[src/rtl/fsl_ram.sv]
// ============================================================================
// fsl_ram
// Generic simple dual-port RAM: one write port, one read port, registered read.
// ============================================================================
`default_nettype none

module fsl_ram #(
    parameter int WIDTH = 8,
    parameter int DEPTH = 16
) (
    input  wire logic                                  i_clk,
    input  wire logic                                  i_we,
    input  wire logic [((DEPTH > 1) ? $clog2(DEPTH) : 1)-1:0] i_waddr,
    input  wire logic [WIDTH-1:0]                      i_wdata,
    input  wire logic [((DEPTH > 1) ? $clog2(DEPTH) : 1)-1:0] i_raddr,
    output logic      [WIDTH-1:0]                      o_rdata
);

    logic [WIDTH-1:0] r_mem [DEPTH];
    logic [WIDTH-1:0] r_rdata;

    always_ff @(posedge i_clk) begin
        if (i_we) begin
            r_mem[i_waddr] <= i_wdata;
        end
        r_rdata <= r_mem[i_raddr];
    end

    assign o_rdata = r_rdata;

endmodule

`default_nettype wire
[config.mk]
export PLATFORM = sky130hd
export DESIGN_NAME = fsl_ram
export DESIGN_NICKNAME = d
export VERILOG_FILES = /design/src/rtl/fsl_ram.sv
export SDC_FILE = /design/constraint.sdc
export NUM_CORES = 1
export LEC_CHECK = 0
export ABC_AREA = 1
export CAP_MARGIN = 20
export CORE_MARGIN = 2
export CORE_UTILIZATION = 45
export DETAILED_ROUTE_END_ITERATION = 10
export DONT_BUFFER_PORTS = 1
export PLACE_DENSITY_LB_ADDON = 0.08
export SYNTH_ARGS = -nofsm -noshare
export SYNTH_HDL_FRONTEND = slang
export SYNTH_SLANG_ARGS = --single-unit
[constraint.sdc]
create_clock -name i_clk -period 1.4 [get_ports i_clk]
set_input_delay 0.14 -clock i_clk [delete_from_list [all_inputs] [get_ports i_clk]]
set_output_delay 0.14 -clock i_clk [all_outputs]
set_load 0.1 [all_outputs]
==> results.yml <==
setup_path:
  r2r-end: "o_rdata[6]"
  endpoint_kind: "output port"
  critPathMaxFanout: 1
  crit_family: "flip-flops"
  cp-start-kind: "flip-flop"
  crit_arrival_ns: 1.10
  required_ns: 1.26
  rr_worst_depth: 6
  path_class: "reg -> out"
  max_stage_delay_ns: 0.37
  r2r_slack_ns: 0.40
  path_buf_inv: 1
  crit_chain: "buf_4"
  r2r-start: "r_mem[14][6]"
  critPathSlowestCell: "dfxtp_1"
detailed_routing:
  drt_pass1_iterations: 5
  vias_per_cell: 4.82
  ant_nets: 0
  wl_per_cell_um: 17.6
  vias: 3718
  drt_iter0_markers: 366
  drc: 0
  routed_wl_um: 13600
placement:
  hpwl_um: 7950
  gp_congestion: 0.857
  dp.cells: 727
  port_buffers: 0
sta:
  period_minus_slack_ns: 1.24
  fin_hold_ws_ns: 0.00274
  clock.fmax_ghz: 0.809
  setup_tns_ns: 0
  drv_slew: 0
  worstMarginPinSlew_ns: 0.917
  fin_crit_sh_pct: 88.3
  skew_ns: 0.00260
  timing.slew.headroom_pct: 38.6
  finalHoldViolCount: 0
  setup_viol: 0
  rsz0062_at_grt: "false"
yosys:
  synth_top_family_by_area: "simple AND/OR/NAND/NOR gates"
  yosys.area_share.simple_pct: 21.0
  ys_ff_latch: 136
  synth_xor_area_share_pct: 0
  synth_compound_area_share_pct: 0
  avgSynthCellArea_um2: 10.5
  yosysWarnings: 0
  ys_seq_area_share_pct: 69.4
  synth_cells: 551
  yosys-top-cells-area: "edfxtp_1 67%, nand2_1 11%, nand3_1 8.4%, inv_1 6.5%, dfxtp_1 2.8%"
  syn_area_mm2: 0.00577
  synth_adder_area_share_pct: 0
  yosysTopAreaCellShare_pct: 66.7
  synth.largest_area_cell: "edfxtp_1"
  synth_cell_types: 12
  synthMuxAreaShare_pct: 0
  synth_fp_nets: 569
floorplanning:
  die_w_um: 117
  ios: 26
  chipHeight_um: 117
  initial_utilization_pct: 45.9
  core_area_mm2: 0.0126
  die-area_mm2: 0.0137
  rows: 41
clock_tree:
  path_clk_slew_ns: 0.05
  cts_resized: 0
  cts_tree: "built"
  clkSinkCount: 136
  clk_latency_ns: 0.42
  htreeDepth: 4
  cts-root-buf: "clkbuf_16"
  clock_path_buffers: 2
  numCtsBuffers: 17
global_route:
  grt_max_degree: 66
  grt_usage_pct: 22.0
  grt-ovfl-total: 0
  grt_pass1_vias: 3656
  antenna_found_initial: 1
  grt_pass1_wl_um: 21000
power_and_ir_drop:
  ir_worst_vdd_mv: 0.677
  power.density_mw_per_mm2: 1410
  finalPower_mw: 9.49
  p_leak_nw: 2.90
status:
  status: "complete, no violations"
final_layout:
  final_cells: 771
  areaGrowthSynthToFinish_pct: 16.7
  final_common_cell: "nand2_1"
  drive_gt1_share_pct: 9.18
  layout_common_cells: "173 x nand2_1, 128 x edfxtp_1, 100 x inv_1"
  final_core_util_pct: 53.6
  final_net_count: 604
  antennaDiodeCount: 0
worst_hold_path:
  worstHoldEndpoint: "o_rdata[1]"
  hp-start: "i_raddr[2]"
  hp-class: "in -> reg"
  holdPathStages: 3
run:
  maxCapViolCount: 0
==> worst max path at each step <==
stage                          start            to  slack [ns]  depth (start not counted)
final                     o_rdata[6]    o_rdata[6]        0.16                          1
after global routing      o_rdata[6]    o_rdata[6]        0.13                          1
after CTS                 o_rdata[6]    o_rdata[6]        0.14                          1
after detailed placement  i_raddr[0]    o_rdata[6]        0.28                          7
after global placement    i_raddr[0]    o_rdata[6]        0.30                          7
after floorplan           i_waddr[2]  r_mem[10][0]        0.31                          2
==> power breakdown <==
group / total (mW) / switching, mW / internal (mW)
logic: 0.712 / 0.525 / 0.187
registers: 4.59 / 0.0304 / 4.56
clock network: 4.19 / 1.52 / 2.67
==> routing by layer <==
layer  vias up  part of all wire (%)  track usage [%]
li1       1846                     -                -
met5         -                  0.12                0
met1      1751                    49             31.3
met3        23                   5.0             5.15
met4         2                   2.5             10.0
met2        96                    43             32.2
==> logic make-up after synthesis <==
| group | Yosys count |
|---|---|
| AND/OR/NAND/NOR | 289 |
| flip-flops | 136 |
| buffers and inverters | 126 |
==> timing repair <==
action | CTS | global route
hold endpoints to repair | 136 | 0
setup buffers | 0 | 0
hold buffers | 12 | 0
==> registers in the layout (all words and copies together) (netlist names) <==
| signal | flops |
|---|---|
| o_rdata | 8 |
| r_mem | 128 |
==> Yosys cell counts (all sizes together) <==
cell      n
buf      24
nor2     17
dfxtp     8
edfxtp  128
inv     102
nand3    97
nand2   173
nand3b    2
==> stage by stage <==
stage,setup WS (ns),area (um^2)
floorplan,0.309,5770
CTS,0.138,6730
global route,0.134,6730
detailed placement,0.278,6050
finish,0.164,6730
global placement,0.298,6050
==> area by class of cell <==
class / count / area, um^2
Fill cell: 1124 / 5840
Sequential cell: 136 / 4000
Multi-Input combinational cell: 289 / 1210
Clock buffer: 29 / 520
Inverter: 102 / 383
Timing Repair Buffer: 40 / 355
Tap cell: 172 / 215
Clock inverter: 3 / 40.0
No activity file was read; power rests on OpenSTA's default activity.
